[src/hsr_pkg.sv]
package hsr_pkg;

    // Width of the configuration registers, the counters and the length field.
    localparam int unsigned CNT_W = 16;

    // Register map (byte addresses, 32-bit data).
    localparam int unsigned ADDR_W   = 3;
    localparam int unsigned DATA_W   = 32;
    localparam int unsigned NUM_REGS = 2;

    typedef enum logic [0:0] {
        REG_BIT_PERIOD   = 1'b0,
        REG_ANSWER_DELAY = 1'b1
    } t_reg_idx;

    localparam logic [CNT_W-1:0] BIT_PERIOD_RST   = 16'd125;
    localparam logic [CNT_W-1:0] ANSWER_DELAY_RST = 16'd10;

    // Result status codes.
    typedef enum logic [1:0] {
        ST_NONE  = 2'd0,
        ST_DONE  = 2'd1,
        ST_EMPTY = 2'd2
    } t_status;

endpackage

[src/handshake_serial_receiver.sv]
// Receiver side of a timed two-wire handshake serial link. Each input transfer
// is one time tick carrying the sampled receive-line level (i_rx_level); each
// tick produces exactly one result transfer carrying the answer-line level
// after that tick, a data-bit strobe with value and last flag, a status code
// (none / message done / empty message) and the length field received so far.
// Sequence: idle with the line seen high -> answer line up, wait
// answer_delay_ticks, sample LENGTH_FIELD_BITS length bits LSB first one bit
// period apart, drop the answer line; a zero length ends with ST_EMPTY,
// otherwise one bit period answer pulse, then that many data bits, the last
// flagged with ST_DONE. Rate: one tick per clock cycle while the result
// channel accepts; each result is registered and appears in the cycle after
// its input transfer. The whole per-tick update is the state registers'
// next-state logic (one 16-bit down counter and 16-bit compares), then a
// result register. Registers via APB: 0x0 bit_period_ticks (0 acts as 1),
// 0x4 answer_delay_ticks; change them only while the link is idle.
module handshake_serial_receiver
    import hsr_pkg::*;
#(
    parameter int unsigned LENGTH_FIELD_BITS = 16
) (
    input  logic              i_clk,
    input  logic              i_rst_n,
    // tick input channel
    input  logic              i_in_valid,
    output logic              o_in_ready,
    input  logic              i_rx_level,
    // result channel
    output logic              o_out_valid,
    input  logic              i_out_ready,
    output logic              o_answer_line,
    output logic              o_bit_valid,
    output logic              o_bit_value,
    output logic              o_bit_last,
    output logic [1:0]        o_status,
    output logic [CNT_W-1:0]  o_message_length,
    // APB configuration port
    input  logic              psel,
    input  logic              penable,
    input  logic              pwrite,
    input  logic [ADDR_W-1:0] paddr,
    input  logic [DATA_W-1:0] pwdata,
    output logic [DATA_W-1:0] prdata,
    output logic              pready
);

    // Bits needed to address one bit of the length register.
    localparam int unsigned LIDX_W = $clog2(CNT_W);

    typedef enum logic [2:0] {
        PH_IDLE   = 3'd0,
        PH_LENGTH = 3'd1,   // answer high, sampling length bits
        PH_RAISE  = 3'd2,   // one tick: raise answer for the pulse
        PH_PULSE  = 3'd3,   // answer pulse, one bit period
        PH_DATA   = 3'd4    // sampling data bits
    } t_phase;

    // configuration
    logic [CNT_W-1:0] r_bit_period;
    logic [CNT_W-1:0] r_answer_delay;

    // link state
    t_phase           r_phase,     n_phase;
    logic [CNT_W-1:0] r_tick,      n_tick;
    logic [CNT_W-1:0] r_bit_index, n_bit_index;
    logic [CNT_W-1:0] r_len,       n_len;
    logic             r_answer,    n_answer;

    // per-tick result before the output register
    logic    n_bit_valid;
    logic    n_bit_value;
    logic    n_bit_last;
    t_status n_status;

    // output register
    logic             r_out_valid;
    logic             r_out_answer;
    logic             r_out_bit_valid;
    logic             r_out_bit_value;
    logic             r_out_bit_last;
    t_status          r_out_status;
    logic [CNT_W-1:0] r_out_len;

    logic             in_xfer;
    logic             cfg_wr;
    logic [CNT_W-1:0] period_reload;
    logic [CNT_W-1:0] bit_index_inc;

    // Output register frees up whenever its content is taken this cycle.
    assign o_in_ready = !r_out_valid || i_out_ready;
    assign in_xfer    = i_in_valid && o_in_ready;

    assign pready = 1'b1;
    assign cfg_wr = psel && penable && pwrite && pready;

    always_comb begin
        prdata = '0;
        unique case (t_reg_idx'(paddr[2]))
            REG_BIT_PERIOD:   prdata[CNT_W-1:0] = r_bit_period;
            REG_ANSWER_DELAY: prdata[CNT_W-1:0] = r_answer_delay;
            default:          prdata = '0;
        endcase
    end

    // Counter reload for one bit period; zero period behaves like one.
    assign period_reload = (r_bit_period == '0) ? '0 : r_bit_period - 1'b1;
    assign bit_index_inc = r_bit_index + 1'b1;

    // Next-state logic for one tick.
    always_comb begin
        n_phase     = r_phase;
        n_tick      = r_tick;
        n_bit_index = r_bit_index;
        n_len       = r_len;
        n_answer    = r_answer;
        n_bit_valid = 1'b0;
        n_bit_value = 1'b0;
        n_bit_last  = 1'b0;
        n_status    = ST_NONE;

        unique case (r_phase)
            PH_IDLE: begin
                if (i_rx_level) begin
                    n_answer    = 1'b1;
                    n_phase     = PH_LENGTH;
                    n_tick      = r_answer_delay;
                    n_bit_index = '0;
                    n_len       = '0;
                end
            end
            PH_RAISE: begin
                n_answer = 1'b1;
                n_phase  = PH_PULSE;
                n_tick   = period_reload;
            end
            PH_LENGTH: begin
                if (r_tick != '0) begin
                    n_tick = r_tick - 1'b1;
                end else if (r_bit_index < CNT_W'(LENGTH_FIELD_BITS)) begin
                    n_len = r_len
                          | (CNT_W'(i_rx_level) << r_bit_index[LIDX_W-1:0]);
                    n_bit_index = bit_index_inc;
                    n_tick      = period_reload;
                end else begin
                    // bit period after the last length bit
                    n_answer    = 1'b0;
                    n_bit_index = '0;
                    if (r_len == '0) begin
                        n_status = ST_EMPTY;
                        n_phase  = PH_IDLE;
                    end else begin
                        n_phase = PH_RAISE;
                    end
                end
            end
            PH_PULSE: begin
                if (r_tick != '0) begin
                    n_tick = r_tick - 1'b1;
                end else begin
                    // pulse ends and the first data bit is sampled at once;
                    // length is nonzero here
                    n_answer    = 1'b0;
                    n_phase     = PH_DATA;
                    n_bit_valid = 1'b1;
                    n_bit_value = i_rx_level;
                    n_bit_index = CNT_W'(1);
                    n_tick      = period_reload;
                    if (r_len == CNT_W'(1)) begin
                        n_bit_last = 1'b1;
                        n_status   = ST_DONE;
                    end
                end
            end
            PH_DATA: begin
                if (r_tick != '0) begin
                    n_tick = r_tick - 1'b1;
                end else if (r_bit_index < r_len) begin
                    n_bit_valid = 1'b1;
                    n_bit_value = i_rx_level;
                    n_bit_index = bit_index_inc;
                    n_tick      = period_reload;
                    if (bit_index_inc == r_len) begin
                        n_bit_last = 1'b1;
                        n_status   = ST_DONE;
                    end
                end else begin
                    n_phase     = PH_IDLE;
                    n_tick      = '0;
                    n_bit_index = '0;
                end
            end
            default: begin
                // unused phase code: back to idle
                n_phase  = PH_IDLE;
                n_tick   = '0;
                n_answer = 1'b0;
            end
        endcase
    end

    // State, configuration and result registers.
    always_ff @(posedge i_clk) begin
        if (!i_rst_n) begin
            r_bit_period   <= BIT_PERIOD_RST;
            r_answer_delay <= ANSWER_DELAY_RST;
            r_phase        <= PH_IDLE;
            r_tick         <= '0;
            r_bit_index    <= '0;
            r_len          <= '0;
            r_answer       <= 1'b0;
            r_out_valid    <= 1'b0;
        end else begin
            if (cfg_wr) begin
                unique case (t_reg_idx'(paddr[2]))
                    REG_BIT_PERIOD:   r_bit_period   <= pwdata[CNT_W-1:0];
                    REG_ANSWER_DELAY: r_answer_delay <= pwdata[CNT_W-1:0];
                    default: ;
                endcase
            end
            if (in_xfer) begin
                r_phase     <= n_phase;
                r_tick      <= n_tick;
                r_bit_index <= n_bit_index;
                r_len       <= n_len;
                r_answer    <= n_answer;
                r_out_valid <= 1'b1;
            end else if (i_out_ready) begin
                r_out_valid <= 1'b0;
            end
        end
        // result payload, no reset needed
        if (in_xfer) begin
            r_out_answer    <= n_answer;
            r_out_bit_valid <= n_bit_valid;
            r_out_bit_value <= n_bit_value;
            r_out_bit_last  <= n_bit_last;
            r_out_status    <= n_status;
            r_out_len       <= n_len;
        end
    end

    assign o_out_valid      = r_out_valid;
    assign o_answer_line    = r_out_answer;
    assign o_bit_valid      = r_out_bit_valid;
    assign o_bit_value      = r_out_bit_value;
    assign o_bit_last       = r_out_bit_last;
    assign o_status         = r_out_status;
    assign o_message_length = r_out_len;

`ifndef ASSERT_OFF
    a_reset_idle: assert property (@(posedge i_clk)
        !i_rst_n |=> (r_phase == PH_IDLE) && !r_answer && !r_out_valid)
        else $error("state not cleared by reset");

    a_answer_high: assert property (@(posedge i_clk) disable iff (!i_rst_n)
        ((r_phase == PH_LENGTH) || (r_phase == PH_PULSE)) |-> r_answer)
        else $error("answer line low during length or pulse phase");

    a_answer_low: assert property (@(posedge i_clk) disable iff (!i_rst_n)
        ((r_phase == PH_IDLE) || (r_phase == PH_RAISE) || (r_phase == PH_DATA))
        |-> !r_answer)
        else $error("answer line high outside length or pulse phase");

    a_len_index: assert property (@(posedge i_clk) disable iff (!i_rst_n)
        (r_phase == PH_LENGTH) |-> (r_bit_index <= CNT_W'(LENGTH_FIELD_BITS)))
        else $error("length bit index out of range");

    a_last_done: assert property (@(posedge i_clk) disable iff (!i_rst_n)
        (r_out_valid && r_out_bit_last) |-> r_out_bit_valid
                                           && (r_out_status == ST_DONE))
        else $error("last flag without a data bit and done status");
`endif

endmodule
[config.mk]
export PLATFORM = sky130hd
export DESIGN_NAME = handshake_serial_receiver
export DESIGN_NICKNAME = d
export VERILOG_FILES = /design/src/hsr_pkg.sv /design/src/handshake_serial_receiver.sv
export SDC_FILE = /design/constraint.sdc
export NUM_CORES = 1
export LEC_CHECK = 0
export BUFFER_PORTS_ARGS = -buffer_cell sky130_fd_sc_hd__buf_2
export CAP_MARGIN = 20
export CORE_UTILIZATION = 52
export DETAILED_ROUTE_END_ITERATION = 10
export PLACE_DENSITY = 0.77
export SYNTH_ARGS = -nofsm -noshare
export SYNTH_HDL_FRONTEND = slang
export SYNTH_SLANG_ARGS = --single-unit
[constraint.sdc]
create_clock -name i_clk -period 3 [get_ports i_clk]
set_clock_uncertainty 0.1 [all_clocks]
set_input_delay 0.9 -clock i_clk [delete_from_list [all_inputs] [get_ports i_clk]]
set_output_delay 0.9 -clock i_clk [all_outputs]
set_load 0.01 [all_outputs]
; After elaboration in Yosys (flattened, before gate mapping)
; Cells that the tools add are included.
[totals]
reg_bits = 107
inputBits = 43
output_inout_bits = 57
elab_cells = 109
[classes]
add_sub_neg = 3
magnitude_cmp = 2
eq_ne = 13
n_shift = 1
n_mux = 58
n_bitwise = 2
n_reduce_logical = 16
[op_table]
columns = cell, n
row1 = 16-bit two-way mux, 16
row2 = 16-bit one-hot mux with 5 select lines, 1
row3 = 16-bit one-hot mux with 2 select lines, 2
row4 = 16-bit one-hot mux with 4 select lines, 1
row5 = 16-bit zero test, 2
row6 = 16-bit by 1-bit subtractor with 16-bit output (second input constant), 2
row7 = 1-bit two-way mux, 22
row8 = 3-bit two-way mux, 6
row9 = 16-bit by 1-bit adder with 16-bit output (second input constant), 1
row10 = 16-bit by 1-bit equality test with 1-bit output (second input constant), 1
row11 = 16-bit equality test, 1
row12 = 16-bit less-than comparator, 1
row13 = 16-bit by 5-bit less-than comparator with 1-bit output (second input constant), 1
row14 = 16-bit bitwise OR, 1
row15 = 16-bit nonzero test, 1
row16 = 1-bit by 4-bit << shifter with 16-bit output, 1
row17 = 3-bit one-hot mux with 5 select lines, 1
row18 = 2-bit != test (second input constant), 6
row19 = 2-bit two-way mux, 4
row20 = 7-bit AND reduction, 1
row21 = 3-bit by 2-bit equality test with 1-bit output (second input constant), 2
row22 = 1-bit one-hot mux with 2 select lines, 3
row23 = 2-bit one-hot mux with 3 select lines, 1
row24 = 6-bit AND reduction, 1
row25 = other kinds (13), 16

; Longest topological paths before layout
; Gate-level depths: netlist (run 1).
[logic_depth]
word_depth = 6
depth_mapped = 11
mapped_depth_nobuf = 9

; Worst setup path after synthesis (run 1)
; OpenSTA, ideal clock, no wires.
[synth_timing]
path_type = in2reg
from = input i_out_ready
to = register r_phase[1]
setup_time_ns = 0.070
t_arrival_ns = 2.859
required_time_ns = 2.830
setup_slack_ns = -0.029
stages = 8
n_path_buf = 1
path_cell_list = nand2b_1 > nand2_1 > buf_1 > inv_1 > o21a_1 > nand3_1 > or3b_1 > a21boi_1
[synth_between]
elab_chain_cells = 3
[synth_rtl]
columns = element, line
row1 = "start, declared", handshake_serial_receiver.sv:29  ; input logic i_out_ready,
row2 = 1-bit logical OR, handshake_serial_receiver.sv:89  ; assign o_in_ready = !r_out_valid || i_out_ready;
row3 = 1-bit logical AND, handshake_serial_receiver.sv:90  ; assign in_xfer = i_in_valid && o_in_ready;
row4 = via in_xfer, handshake_serial_receiver.sv:83  ; logic in_xfer;
row5 = 7-bit AND reduction (no source line), --
row6 = "end signal, assigned", handshake_serial_receiver.sv:220  ; r_phase <= n_phase;
row7 = "end, declared", handshake_serial_receiver.sv:62  ; t_phase r_phase, n_phase;
; The timed path passes the listed nets, and every way through them passes these cells.
; A chain may end at the register's enable or synchronous reset.

; Final worst setup path (run 1)
[layout_timing]
from = input paddr[2]
to = output prdata[11]
[layout_between]
elab_chain_cells = 2
[layout_rtl]
columns = element, line
row1 = "start, declared", handshake_serial_receiver.sv:40  ; input logic [ADDR_W-1:0] paddr,
row2 = 1-bit inverter (no source line), --
row3 = 16-bit one-hot mux with 2 select lines (*), handshake_serial_receiver.sv:97  ; unique case (t_reg_idx'(paddr[2]))
row4 = "end, declared", handshake_serial_receiver.sv:42  ; output logic [DATA_W-1:0] prdata,
; Mark *: on every way between the ends. The rest lies on a longest branch, timed or not.

==> run metrics, run 1 <==
total I/O pin count=100; Reg clk slew, reported paths=80 ps; number of global-route vias before repair=5451; CP max stage cell=mux2_2; Initial Util=a little over half; Slew Viols, Final=0; CTS tree=done; CTS-repair resized insts=0; CP dominant cell by count=buf_2; Post-Synthesis Cell Area=between 0.006 and 0.007 mm^2; Post-CTS Hold Buffers=0; filler instances=between 1000 and 1500; CP Class=in -> out; worst-path cell chain=buf_2 > mux2_2 > buf_2; commonest non-fill, non-tap cell in the layout=nand2_1; Post-synth EDFFs=22; switching power=904 uW; Worst setup SP type=input pin; post-layout min period=approximately 2800 ps; gpl congestion=0.938; clock power share=39.5%; Yosys reg bits=~110; Syn-to-layout area delta=13.0%; Hold Worst Slack=between 300 and 400 ps; Fin. Hold Viols=0; Port-buffer cells=between 60 and 70; DR DRC count=0; outcome=finished, final reports clean; first-pass GRT wire length=27.4 mm; Die ar.=0.0131 mm^2; RSZ-0062 raised after global routing=no; routed wire length=between 15 and 20 mm; Via Count=around 6000; Nets=927; share of layout cells above drive strength 1=between 15 and 20%; critical path arrival=around 1800 ps; Placed Cells=approximately 1000; buffer count from post-CTS setup fixing=0; Slew HR=~45%; area of the core=approximately 0.012 mm^2; clock sinks=between 100 and 150; Sw Ratio=about 28%; CP Capture Type=primary output; setup_tns=0 ps; Internal Power=about 2.3 mW; most frequent cells in the layout=nand2_1 (131), dfxtp_1 (85), buf_2 (64), o21ai_0 (50), nor2_1 (43); maximum clock frequency=0.357 GHz; Post-synth ARST share=0%; DR iter-0 viols=about 710; Max-Cap Viols=0; Peak VDD IR=roughly 0.00027 V; mean post-synth cell area=about 8.2 um^2; total CTS buffers=9; CTS max path bufs=2; CP Data Required Time=approximately 2000 ps; period utilisation layout=between 90 and 100%; total gr overflow=0; post-synthesis sequential area ratio=between 30 and 40%; sequential cell area=~0.0024 mm^2; logic gate share of total power=between 10% and 20%; Syn Inst Count=800; hpwl dp=12.3 mm; post-detailed-route count of antenna-violating nets=0; Final setup viols=0; final instance count without filler cells=about 1000; multi-input logic area=around 0.0038 mm^2; DR vias/cell=5.85; root buffer cell=clkbuf_16; Synth Flop Type=dfxtp_1; FP Rows=40; Synth cell types=74; P_leak=between 2 and 3 nW; Die Span X=between 100 and 150 um; worst hold path type=reg -> reg; First-pass DRT Iterations=5; worst skew pair latency=370 ps; CP max stage delay=410 ps; Ys Warns=0; Slew @ Worst Pin=between 800 and 900 ps; Total GRT Usage=between 20% and 30%; Avg WL per Cell=~17 um; CP Max Fanout=18; H-tree levels=3; initial antenna violation count=0; largest net degree at the start of global routing=38; # diodes=0; Die Y=~110 um; PD cells=approximately 440 mW/mm^2; Reg power frac=a little under half
## flip-flops by register name, indices dropped and copies added, names as in the netlist
register	count
o_bit_value	1
o_status	2
o_message_length	16
o_out_valid	1
o_bit_valid	1
r_phase	3
r_answer_delay	16
r_len	16
r_bit_index	16
o_answer_line	1
r_bit_period	16
r_tick	16
r_answer	1
o_bit_last	1
## metal layers
layer / part of all wire [%] / vias to the layer above / wire (um) / GRT usage, %
met5: 0 / - / 0 / 0
met4: 1.9 / 0 / 327 / 9.70
met3: 8.0 / 28 / 1370 / 5.88
met2: 44 / 274 / 7510 / 40.6
met1: 46 / 2820 / 7900 / 38.0
li1: - / 2942 / - / -
## final timing paths
path / cells after the start / slack [ps] / start / to
worst max-delay path: 3 / 200 / paddr[2] / prdata[11]
worst min-delay path: 2 / 390 / r_bit_period[1] / r_bit_period[1]
worst max register to register: 6 / 210 / r_tick[4] / r_tick[1]
worst min register to register: 2 / 390 / r_bit_period[1] / r_bit_period[1]
## cells by family after synthesis
group / synth area share [%]
AND/OR/NAND/NOR: 24.7
AO/OA/AOI/OAI: 19.9
flip-flops: 36.0
buffers and inverters: 6.87
XOR/XNOR: 5.48
adder cells (fa/ha/maj): 4.01
multiplexers: 2.86
other: 0.115
## power by group through the flow
stage	Clock [mW]	Combinational, mW	Sequential (mW)
floorplan	0	0.308	1.57
global placement	0	0.402	1.58
detailed placement	0	0.406	1.58
CTS	1.30	0.409	1.55
global route	1.35	0.456	1.55
finish	1.28	0.414	1.55
## through the flow
| step | area (um^2) | utilization, % | setup slack [ps] | total power [mW] |
|---|---|---|---|---|
| 2_1_floorplan | 6620 | - | 65.1 | 1.88 |
| 3_3_place_gp | 7090 | 58.3 | 173 | 1.98 |
| 3_5_place_dp | 7090 | 58.3 | 106 | 1.98 |
| 4_1_cts | 7410 | 60.9 | 213 | 3.25 |
| 5_1_grt | 7410 | 60.9 | 62.4 | 3.36 |
| 6_report | 7410 | 60.9 | 200 | 3.24 |
## critical path: cells and delay by family
family | cells | cell delay (ps)
buffers and inverters | 2 | 480
muxes | 1 | 410
## synthesized netlist by cell type, drive strengths merged (8+ instances only)
cell	count	area, um^2
edfxtp	22	661
nand3	30	155
a21boi	27	203
and3	8	50.1
a222oi	10	100
and2	10	62.6
nand4	11	75.1
nor3	24	135
nor2	44	168
a21o	10	75.1
xnor2	19	166
buf	26	191
ha	21	263
nor4	16	128
o21ai	59	303
a22oi	8	60.1
xor2	22	193
mux2	14	158
dfxtp	85	1700
a21oi	36	206
nor2b	22	138
clkbuf	39	146
nand2	131	492
inv	30	113
## final cells by class
cell class | count | share of cell area [%]
Sequential cell | 107 | 31.9
Clock inverter | 7 | 1.22
Tap cell | 168 | 2.84
Inverter | 30 | 1.57
Multi-Input combinational cell | 613 | 51.3
Timing Repair Buffer | 102 | 8.17
Clock buffer | 9 | 3.04
No activity file was read; power rests on OpenSTA's default activity.
==> run 2: changes to the inputs <==
--- a/config.mk
+++ b/config.mk
@@ -7,9 +7,8 @@
 export LEC_CHECK = 0
 export BUFFER_PORTS_ARGS = -buffer_cell sky130_fd_sc_hd__buf_2
 export CAP_MARGIN = 20
-export CORE_UTILIZATION = 52
+export CORE_UTILIZATION = 30
 export DETAILED_ROUTE_END_ITERATION = 10
-export PLACE_DENSITY = 0.77
 export SYNTH_ARGS = -nofsm -noshare
 export SYNTH_HDL_FRONTEND = slang
 export SYNTH_SLANG_ARGS = --single-unit
==> run metrics, run 2 (synthesized netlist as in run 1, its figures left out) <==
Via Count=5992 (-1.2%); Post-Place Setup Slack=183 ps (+77.5 ps); Post-DP Area=0.00728 mm^2 (+2.7%); Port-buffer cells=64 (unchanged); hpwl dp=13.4 mm (+8.8%); Syn-to-layout area delta=15.6%; clock power share=38.2% (-1.3 points); outcome=finished, final reports clean; First-pass DRT Iterations=6 (+1); Hold Worst Slack=385 ps (-4.18 ps); filler instances=2235 (+110%); DR vias/cell=5.21 (-11%); Worst setup SP type=input pin; setup_tns=0 ps (unchanged); total I/O pin count=100 (unchanged); total gr overflow=0 (unchanged); most frequent cells in the layout=nand2_1 (131), dfxtp_1 (85), buf_2 (64), o21ai_0 (50), buf_4 (44); total CTS buffers=9 (unchanged); CP Capture Type=primary output; CP Class=in -> out; Die Span X=150 um (+31%); Die Y=150 um (+31%); fin area=0.00758 mm^2 (+2.3%); critical path arrival=1820 ps (+20 ps); initial antenna violation count=0 (unchanged); share of layout cells above drive strength 1=17.6% (+0.43 points); PD cells=420 mW/mm^2 (-3.9%); Post-CTS Hold Buffers=0 (unchanged); Fin. Hold Viols=0 (unchanged); Avg WL per Cell=15.8 um (-4.5%); worst setup path startpoint=paddr[2]; largest net degree at the start of global routing=36 (-5.3%); number of global-route vias before repair=5463 (+0.22%); CTS max path bufs=2 (unchanged); DR DRC count=0 (unchanged); clock sinks=107 (unchanged); commonest non-fill, non-tap cell in the layout=nand2_1; H-tree levels=3 (unchanged); Slew @ Worst Pin=927 ps (+98.1 ps); Reg clk slew, reported paths=70 ps (about the same); r2r startpoint=r_tick[4]; routed wire length=18.1 mm (+6.0%); sequential cell area=0.00236 mm^2 (unchanged); switching power=862 uW (-4.6%); Total GRT Usage=16.5% (-10 points); DR iter-0 viols=543 (-24%); first-pass GRT wire length=29.1 mm (+6.1%); CP Max Fanout=21 (+3); worst hold path type=reg -> reg; Reg power frac=48.5% (+0.8 points); Sw Ratio=27.1% (-0.82 points); period utilisation layout=93.9% (+0.56 points); CTS tree=done; multi-input logic area=0.00380 mm^2 (+0.13%); logic gate share of total power=13.3% (+0.5 points); Max-Cap Viols=0 (unchanged); worst skew pair latency=360 ps (about the same); gpl congestion=0.908 (-3.1%); post-detailed-route count of antenna-violating nets=0 (unchanged); Core Util, Final=35.7% (-25 points); R2R Setup Slk=250 ps (+40 ps); Slew HR=38.0% (-6.6 points); worst setup margin=183 ps (-16.7 ps); Final setup viols=0 (unchanged); FP Rows=53 (+33%); Peak VDD IR=0.000300 V (+10%); Initial Util=30.9% (-23 points); root buffer cell=clkbuf_16; Nets=934 (+0.76%); Die ar.=0.0224 mm^2 (+72%); maximum clock frequency=0.355 GHz (-0.59%); CP Data Required Time=2000 ps (about the same); hold_sp=r_bit_period[1]; post-layout min period=2820 ps (+16.7 ps); buffer count from post-CTS setup fixing=0 (unchanged); area of the core=0.0212 mm^2 (+74%); P_leak=3.01 nW (+0.85%); Internal Power=2.32 mW (-0.56%); RSZ-0062 raised after global routing=no; # diodes=0 (unchanged); Slew Viols, Final=0 (unchanged)
-- run 2: repair_timing --
| action | 4_1_cts | 5_1_grt |
|---|---|---|
| endpoints found under the setup margin | 0 | 1 |
| gates resized for setup | 0 | 1 |
| hold endpoints to repair | 0 | 0 |
-- run 2: cell type report --
cell class / instances / area share (%)
inverters: 30 / 1.54
well taps: 275 / 4.54
multi-input cells: 613 / 50.2
clock buffers: 12 / 3.12
repair buffers: 109 / 8.74
flip-flops and latches: 107 / 31.2
clock inverters: 4 / 0.694
-- run 2: per-stage QoR --
step / std cells / power (mW)
4_1_cts: 1150 / 3.21
5_1_grt: 1150 / 3.31
3_3_place_gp: 1133 / 2.00
3_5_place_dp: 1134 / 2.00
2_1_floorplan: 815 / 1.88
6_report: 1150 / 3.19
-- run 2: worst paths after layout --
path | end | depth (start not counted)
hold reg to reg | r_bit_period[1] | 2
setup reg to reg | r_tick[10] | 6
hold / removal | r_bit_period[1] | 2
setup / recovery | prdata[12] | 3
-- run 2: routing by layer --
metal  vias up  global-route usage, %  share of wire (%)
li1       2957                      -                  -
met1      2787                   21.9                 45
met2       218                   27.2                 47
met3        30                   2.80                6.2
met4         0                   5.35                2.0
met5         -                      0                  0
-- run 2: critical path, stage by stage --
cell and delay (ps):
buf_2 370, mux2_2 400, buf_2 140
-- run 2: power by group through the flow --
stage	logic, mW	clock network (mW)	registers [mW]
6_report	0.422	1.22	1.55
5_1_grt	0.470	1.29	1.55
4_1_cts	0.423	1.24	1.55
3_5_place_dp	0.420	0	1.58
3_3_place_gp	0.419	0	1.58
2_1_floorplan	0.308	0	1.57
